$ cat config.mk
export PLATFORM = sky130hd
export DESIGN_NAME = qvr_queue
export DESIGN_NICKNAME = d
export VERILOG_FILES = /design/src/qvr_pkg.sv /design/src/qvr_queue.sv
export SDC_FILE = /design/constraint.sdc
export NUM_CORES = 1
export LEC_CHECK = 0
export BUFFER_PORTS_ARGS = -buffer_cell sky130_fd_sc_hd__buf_2
export CORE_ASPECT_RATIO = 1.2
export CORE_MARGIN = 2
export CORE_UTILIZATION = 55
export CTS_BUF_LIST = sky130_fd_sc_hd__clkbuf_8
export DETAILED_ROUTE_END_ITERATION = 12
export HOLD_SLACK_MARGIN = 0.15
export PLACE_DENSITY = 0.85
export RECOVER_POWER = 100
export SETUP_SLACK_MARGIN = 0.02
export SLEW_MARGIN = 10
export SYNTH_ARGS = -nofsm -noshare
export SYNTH_HDL_FRONTEND = slang
export SYNTH_SLANG_ARGS = --single-unit
$ cat constraint.sdc
create_clock -name clk -period 50.3 [get_ports clk]
set_input_delay 7.545 -clock clk [delete_from_list [all_inputs] [get_ports clk]]
set_output_delay 7.545 -clock clk [all_outputs]
set_load 0.005 [all_outputs]
$ cat src/qvr_pkg.sv
package qvr_pkg;

    // Field widths.
    localparam int QW  = 16;          // quaternion component, Q1.14
    localparam int VW  = 32;          // vector component, Q16.16
    localparam int PW  = 2 * QW;      // product of two quaternion components
    localparam int NW  = PW + 1;      // squared length, up to 2^32
    localparam int MW  = PW + 2;      // signed unnormalized matrix entry
    localparam int RQW = 31;          // quotient magnitude, at most 2^30
    localparam int FRAC = 30;         // fraction bits of a normalized entry
    localparam int DW  = 64;          // dividend width
    localparam int RW  = RQW + 1;     // signed normalized entry
    localparam int SW  = 64;          // matrix-vector sum width
    localparam int LANES = 9;
    localparam int QUEUE_DEPTH_DEF = 4;

    typedef struct packed {
        logic [LANES-1:0][MW-1:0] m;
        logic [NW-1:0]            n;
        logic [2:0][VW-1:0]       v;
        logic                     zero;
    } front_item_t;

endpackage

$ cat src/qvr_queue.sv
module qvr_queue
    import qvr_pkg::*;
#(
    parameter int DEPTH = QUEUE_DEPTH_DEF
)
(
    input  logic        clk,
    input  logic        rst_n,
    input  logic        push,
    input  front_item_t push_item,
    output logic        full,
    input  logic        pop,
    output logic        empty,
    output front_item_t pop_item
);

    localparam int AW = (DEPTH > 1) ? $clog2(DEPTH) : 1;
    localparam int CW = $clog2(DEPTH + 1);

    front_item_t    mem_reg [DEPTH];
    logic [AW-1:0]  wr_ptr_reg, rd_ptr_reg;
    logic [CW-1:0]  count_reg;
    logic           do_push, do_pop;

    assign full     = (count_reg == CW'(DEPTH));
    assign empty    = (count_reg == '0);
    assign do_push  = push && !full;
    assign do_pop   = pop && !empty;
    assign pop_item = mem_reg[rd_ptr_reg];

    always_ff @(posedge clk or negedge rst_n)
    begin
        if (!rst_n)
        begin
            wr_ptr_reg <= '0;
            rd_ptr_reg <= '0;
            count_reg  <= '0;
        end
        else
        begin
            if (do_push)
                wr_ptr_reg <= (wr_ptr_reg == AW'(DEPTH - 1)) ? '0 : wr_ptr_reg + 1'b1;
            if (do_pop)
                rd_ptr_reg <= (rd_ptr_reg == AW'(DEPTH - 1)) ? '0 : rd_ptr_reg + 1'b1;
            if (do_push && !do_pop)
                count_reg <= count_reg + 1'b1;
            else if (do_pop && !do_push)
                count_reg <= count_reg - 1'b1;
        end
    end

    always_ff @(posedge clk)
    begin
        if (do_push)
            mem_reg[wr_ptr_reg] <= push_item;
    end

endmodule

==> summary.txt, run 1 <==
Run status
  • Status: finished with violations
  • Failing checks: capacitance limit, slew limit

Global routing
  • Initial antenna violation count: 55
  • Largest net degree at the start of global routing: 174
  • Total grt overflow: 0
  • Vias in the first global route: 31700
  • First-pass GRT wire length: 207000 microns
  • Total GRT Usage: 23.6%

Routing
  • Vias: 30300
  • Vias per cell: 5.87
  • Residual DRC count: 0
  • DRT Pass-1 Iters: 5
  • Iter 0 DRT Violations: 2486
  • Routed Wire Length: 144000 microns
  • DR WL/cell: 28.0 microns
  • Final ANT Viol Nets: 0

Timing
  • RSZ-0062 raised after global routing: false
  • Period minus WS final: 23.23 ns
  • Worst slew pin tran: 10.19 ns
  • TNS Setup: 0 ns
  • Period utilization: 46.2%
  • Final Skew: 0.0666 ns
  • Max Clk Rate: 43.1 MHz
  • Slew Limit Fails: 2361
  • Final setup viols: 0
  • Final hold violations: 0
  • Slew HR: -579%

Synthesis
  • Post-Syn Area: ~65000 sq um
  • Post-Syn Instances: between 2000 and 2500
  • Xor and xnor area share after synthesis: 0.0405%
  • Synth area leader: edfxtp_1
  • Syn_nets: 2762
  • Yosys top cell area share: 80.8%
  • Distinct cells, synth: 23
  • Yosys warns: 0
  • Top cells by area, synth: edfxtp_1 (81%), mux4_1 (15%), mux4_2 (2.0%), buf_6 (0.75%), buf_2 (0.33%)
  • Post-synthesis simple-gate area fraction: less than 1%
  • Multiplexer share of the synthesized area: between 10% and 20%
  • Synth Area in Compound Gates: less than 1%
  • Sequential area share after synthesis: 81.0%
  • Adder-cell share of the synthesized area: 0.147%
  • Syn Area/Cell: 28.0 sq um
  • Largest family of logic cells by synthesized area: multiplexers
  • Synth Register Bits: 1751

Die
  • Total Die Area: 121000 sq um
  • I/O pin count: 878
  • Row count: approximately 140
  • Die height: 380 microns
  • Core area: 117000 sq um
  • Chip width: approximately 320 microns
  • Initial core utilization: 55.2%

Clocking
  • CTS resizes: 0
  • Hold-fix buffer count after cts: 0
  • Clk root buf: clkbuf_8
  • H-tree Lvls: 5
  • Post-CTS Setup Inserts: 0
  • CTS Sinks: 1751
  • Total CTS buffers: 275
  • Worst-path clk slew: about 0.06 ns
  • Clock Latency Late Sink: 0.97 ns
  • TritonCTS clock tree: built
  • CTS max path bufs: 4

Worst setup path
  • Crit-path cells: buf_2 -> nor2b_1 -> and2_0 -> clkbuf_1 -> clkbuf_1
  • Cell mode on critical path: clkbuf_1
  • Crit Path Max Fanout: 149
  • Crit start category: input port
  • Setup slack, reg-to-reg: 33.16 ns
  • Capturing point of the worst reg2reg path: mem_reg[1][83]$_DFFE_PP_
  • Critical Path End Type: flip-flop
  • WP data required: between 50 and 60 ns
  • Worst r2r src: count_reg[2]$_DFFE_PN0P_
  • Arr. time, crit path: 23.46 ns
  • Crit-path max cell delay: 6.55 ns
  • Setup CP Type: in -> reg
  • CP max-delay cell: clkbuf_1
  • R2R cell count: 5

Worst hold path
  • Hold path depth: 1
  • Hold endpoint: count_reg[2]$_DFFE_PN0P_
  • Hold Path Origin: count_reg[2]$_DFFE_PN0P_
  • HP Class: reg -> reg

Layout
  • Filler cell count: 7617
  • Commonest cells after routing, fill and taps aside: edfxtp_1 (1744), clkbuf_1 (826), mux4_1 (378)
  • Multi-input gate area: 11500 sq um
  • Most common library cell in the layout ignoring fill and taps: edfxtp_1
  • Layout cells sized above 1: 12.9%
  • Final #Nets: 3846
  • FF+latch area: 52500 sq um
  • Fin util: 63.3%
  • Area grow syn2layout: 14.6%
  • Max reg flops: 1744

Place
  • Post-DP HPWL: just under 90000 microns
  • Input/output buffers: 877
  • Final Wtd Congestion: ~0.85

Power
  • Maximum vdd drop: between 0.00005 and 0.00006 V
  • Pleak: 24.4 nW
  • PD cells: about 58 nW/um^2

Job
  • Max-cap violations: 29
-- layer usage --
| metal | vias up | GRT usage [%] | wire length [microns] |
|---|---|---|---|
| met1 | 15500 | 26.4 | 48200 |
| met4 | 32 | 12.8 | 7390 |
| met2 | 1629 | 39.2 | 73300 |
| li1 | 12700 | - | - |
| met5 | - | 0 | 215 |
| met3 | 378 | 8.92 | 15200 |
-- stage by stage --
step | hold WS, ns | instances | cell area [sq um] | worst slack, ns | power (mW)
final | 0.527 | 5153 | 74300 | 27.07 | 4.28
after global routing | 0.535 | 5144 | 74300 | 25.94 | 4.45
after CTS | 0.525 | 5113 | 75400 | 38.11 | 4.24
after detailed placement | 0.516 | 4662 | 70700 | 39.20 | 3.18
after global placement | 0.499 | 4662 | 70700 | 39.27 | 3.14
after floorplan | 0.478 | 2315 | 64800 | 23.23 | 2.84
-- worst max-delay path: cells and delay by family --
kind / cells / cell delay [ns]
buffers and inverters: 3 / 12.59
and+or+nand+nor: 2 / 2.77
-- cell type report --
class                           instances  share of cell area [%]
Clock inverter                        170                    1.12
Timing Repair Buffer                  905                    4.74
Multi-Input combinational cell        463                    15.5
Inverter                                3                  0.0152
Clock buffer                          281                    5.21
Antenna cell                           40                   0.135
Tap cell                             1540                    2.59
Sequential cell                      1751                    70.7
-- synth_stat cells --
cell and count:
nor2b_1 1, nor3_1 2, fa_1 1, clkbuf_1 5, mux4_1 378, nor2_1 3
mux2_2 4, nand2_1 1, nor3b_1 1, xnor2_1 1, xor2_1 2, dfrtp_1 7
buf_8 5, o31ai_1 1, mux4_2 58, ha_1 6, and2_1 3, buf_4 2
edfxtp_1 1744, buf_6 43, a21o_1 1, inv_1 3, buf_2 43
-- where the power goes --
group,internal [mW],leakage (nW),switching (mW)
Sequential,2.00,16.1,0.0773
Combinational,0.509,5.64,0.644
Clock,0.536,2.69,0.514
-- worst max-delay path by stage --
stage                              startpoint                  endpoint  slack (ns)  cells past startpoint
floorplan                                push   mem_reg[3][0]$_DFFE_PP_       23.23                      2
global placement    rd_ptr_reg[0]$_DFFE_PN0P_             pop_item[301]       39.27                      4
detailed placement  rd_ptr_reg[0]$_DFFE_PN0P_             pop_item[239]       39.20                      4
CTS                 rd_ptr_reg[0]$_DFFE_PN0P_             pop_item[270]       38.11                      4
global route                             push  mem_reg[1][83]$_DFFE_PP_       25.94                      5
finish                                   push  mem_reg[1][83]$_DFFE_PP_       27.07                      5
-- logic make-up after synthesis --
family | Yosys count
XOR/XNOR | 3
buffers and inverters | 101
AO/OA/AOI/OAI | 2
multiplexers | 440
flip-flops | 1751
AND/OR/NAND/NOR | 11
adder cells (fa/ha/maj) | 7
No activity file was read; power rests on OpenSTA's default activity.
==> inputs of run 2 (changes only) <==
--- a/config.mk
+++ b/config.mk
@@ -8,11 +8,11 @@
 export BUFFER_PORTS_ARGS = -buffer_cell sky130_fd_sc_hd__buf_2
 export CORE_ASPECT_RATIO = 1.2
 export CORE_MARGIN = 2
-export CORE_UTILIZATION = 55
+export CORE_UTILIZATION = 54
 export CTS_BUF_LIST = sky130_fd_sc_hd__clkbuf_8
 export DETAILED_ROUTE_END_ITERATION = 12
 export HOLD_SLACK_MARGIN = 0.15
-export PLACE_DENSITY = 0.85
+export PLACE_DENSITY = 0.87
 export RECOVER_POWER = 100
 export SETUP_SLACK_MARGIN = 0.02
 export SLEW_MARGIN = 10
==> constraint.sdc (replaced) <==
create_clock -name clk -period 19 [get_ports clk]
set_input_delay 2.85 -clock clk [delete_from_list [all_inputs] [get_ports clk]]
set_output_delay 2.85 -clock clk [all_outputs]
set_load 0.005 [all_outputs]
==> run 2 against run 1 <==
  * The run still ends with capacitance limit, slew limit left
  * Routed wire length down 0.17%
  * First-iteration DRC count up 3.3%
  * Via count about the same
  * Register-to-register slack worse by 25 ns
  * Worst setup slack worse by 21 ns
  * Cell count up 0.23%
  * Sequential share of layout area down 0.24 points
  * Cell area up 0.35%
  * Sequential power rose to 2.6 times the previous value
  * Non-clock buffer count up 4
  * Critical path type is now reg -> out
  * Highest routed layer unchanged
==> summary.txt, run 2 (same netlist as run 1, synthesis figures left out) <==
Die
  • Total Die Area: 123000 sq um
  • Die height: 384 microns
  • Core area: ~120000 sq um
  • I/O pin count: 878
  • Chip width: 320 microns
  • Row count: 139
  • Initial core utilization: 54.3%

Timing
  • Period minus WS final: 13.01 ns
  • Hold Worst Slack: 0.527 ns
  • Worst slew pin tran: 4.72 ns
  • Final hold violations: 0
  • Slew Limit Fails: 1570
  • Period utilization: 68.5%
  • Final Skew: 0.0748 ns
  • TNS Setup: 0 ns
  • Final setup viols: 0
  • Max Clk Rate: 76.9 MHz
  • RSZ-0062 raised after global routing: false
  • Setup ws final: between 5 and 6 ns
  • Slew HR: -215%

Run status
  • Status: finished with violations
  • Failing checks: capacitance limit, slew limit

Worst setup path
  • R2R cell count: 6
  • Cell mode on critical path: clkbuf_1
  • Crit-path cells: buf_12 -> clkbuf_1 -> clkbuf_1 -> mux4_1 -> clkbuf_1
  • Crit-path max cell delay: 2.89 ns
  • Setup slack, reg-to-reg: 8.02 ns
  • Critical Path Stages: 5
  • CP max-delay cell: clkbuf_1
  • WP data required: 16.15 ns
  • Buf/Inv on CP: 4
  • Critical Path End Type: output pin
  • CP delay by family, top: buffers and inverters
  • Arr. time, crit path: 10.16 ns
  • Setup CP Type: reg -> out
  • Crit start category: flip-flop
  • Crit Path Max Fanout: 132

Layout
  • Final cell count without fillers: slightly above 5000
  • Final #Nets: 3851
  • Max reg flops: 1744
  • Commonest cells after routing, fill and taps aside: edfxtp_1 (1744), clkbuf_1 (821), mux4_1 (378)
  • Area grow syn2layout: 15.0%
  • Final Instance Area: 74500 sq um
  • Layout cells sized above 1: 13.4%
  • Most common library cell in the layout ignoring fill and taps: edfxtp_1
  • Fin util: between 60% and 70%
  • Filler cell count: 7706

Global routing
  • Largest net degree at the start of global routing: 155
  • GR peak layer: met2
  • Total GRT Usage: 23.1%
  • Grt met3 use: 9.92%
  • M2 GR Usage: just under 40%
  • Total grt overflow: 0
  • GR Util met1: around a quarter
  • Vias in the first global route: between 30000 and 40000
  • Initial antenna violation count: between 50 and 60
  • First-pass GRT wire length: 206000 microns

Routing
  • DR WL/cell: 27.9 microns
  • Routed Wire Length: roughly 140000 microns
  • DRT Pass-1 Iters: 5
  • Residual DRC count: 0
  • Iter 0 DRT Violations: 2567
  • Vias: between 30000 and 40000
  • Final ANT Viol Nets: 0
  • Vias per cell: ~6

Clocking
  • Clock Latency Late Sink: 0.93 ns
  • CTS Sinks: 1751
  • Hold-fix buffer count after cts: 0
  • CTS resizes: 0
  • CTS max path bufs: 4
  • Clk root buf: clkbuf_8
  • H-tree Lvls: 5
  • TritonCTS clock tree: built
  • Total CTS buffers: between 200 and 300
  • Worst-path clk slew: roughly 0.070 ns
  • Post-CTS Setup Inserts: 0

Job
  • Max-cap violations: 26

Power
  • Maximum vdd drop: 0.000124 V
  • PD cells: about 150 nW/um^2
  • Pleak: 24.5 nW
  • Total power draw: 11.2 mW

Place
  • Placed Area: between 70000 and 80000 sq um
  • Post-DP HPWL: 88100 microns
  • Input/output buffers: 877
  • Final Wtd Congestion: 0.875
  • Cell Count Post-Placement: ~4700
  • Placement Setup Slack: 11.59 ns

Worst hold path
  • Hold path depth: 1
  • HP Class: reg -> reg
==> run 2: worst register-to-register path: cells and delay by family, from the launching register on <==
family,cells,cell delay [ns]
buffers and inverters,3,6.45
DFF,1,0.41
and+or+nand+nor,3,3.53
==> run 2: report_power, final <==
part / internal (mW) / switching [mW] / leakage (nW)
Sequential: 5.18 / 0.224 / 16.1
Combinational: 1.22 / 1.68 / 5.69
Clock: 1.50 / 1.37 / 2.77
Total: 7.90 / 3.27 / 24.5
==> run 2: final cells by class <==
class / instances / area, sq um / share of cell area, %
inverters: 3 / 11.3 / 0.0151
flip-flops and latches: 1751 / 52500 / 70.5
diodes: 31 / 77.6 / 0.104
clock inverters: 173 / 967 / 1.30
well taps: 1551 / 1940 / 2.60
multi-input cells: 463 / 11500 / 15.4
clock buffers: 284 / 3910 / 5.24
repair buffers: 909 / 3610 / 4.84
==> run 2: worst paths after layout <==
path / from / endpoint
worst max-delay path: rd_ptr_reg[0]$_DFFE_PN0P_ / pop_item[88]
worst min-delay path: count_reg[2]$_DFFE_PN0P_ / count_reg[2]$_DFFE_PN0P_
worst max register to register: count_reg[2]$_DFFE_PN0P_ / mem_reg[0][16]$_DFFE_PP_
worst min register to register: count_reg[2]$_DFFE_PN0P_ / count_reg[2]$_DFFE_PN0P_
max in group asynchronous: rst_n / rd_ptr_reg[1]$_DFFE_PN0P_
min in group asynchronous: rst_n / wr_ptr_reg[1]$_DFFE_PN0P_
==> run 2: per-layer routing <==
layer  vias up  part of all wire [%]
met1     15600                    33
met3       321                    12
met5         -                  0.20
li1      12700                     -
met4        44                   3.8
met2      1613                    51
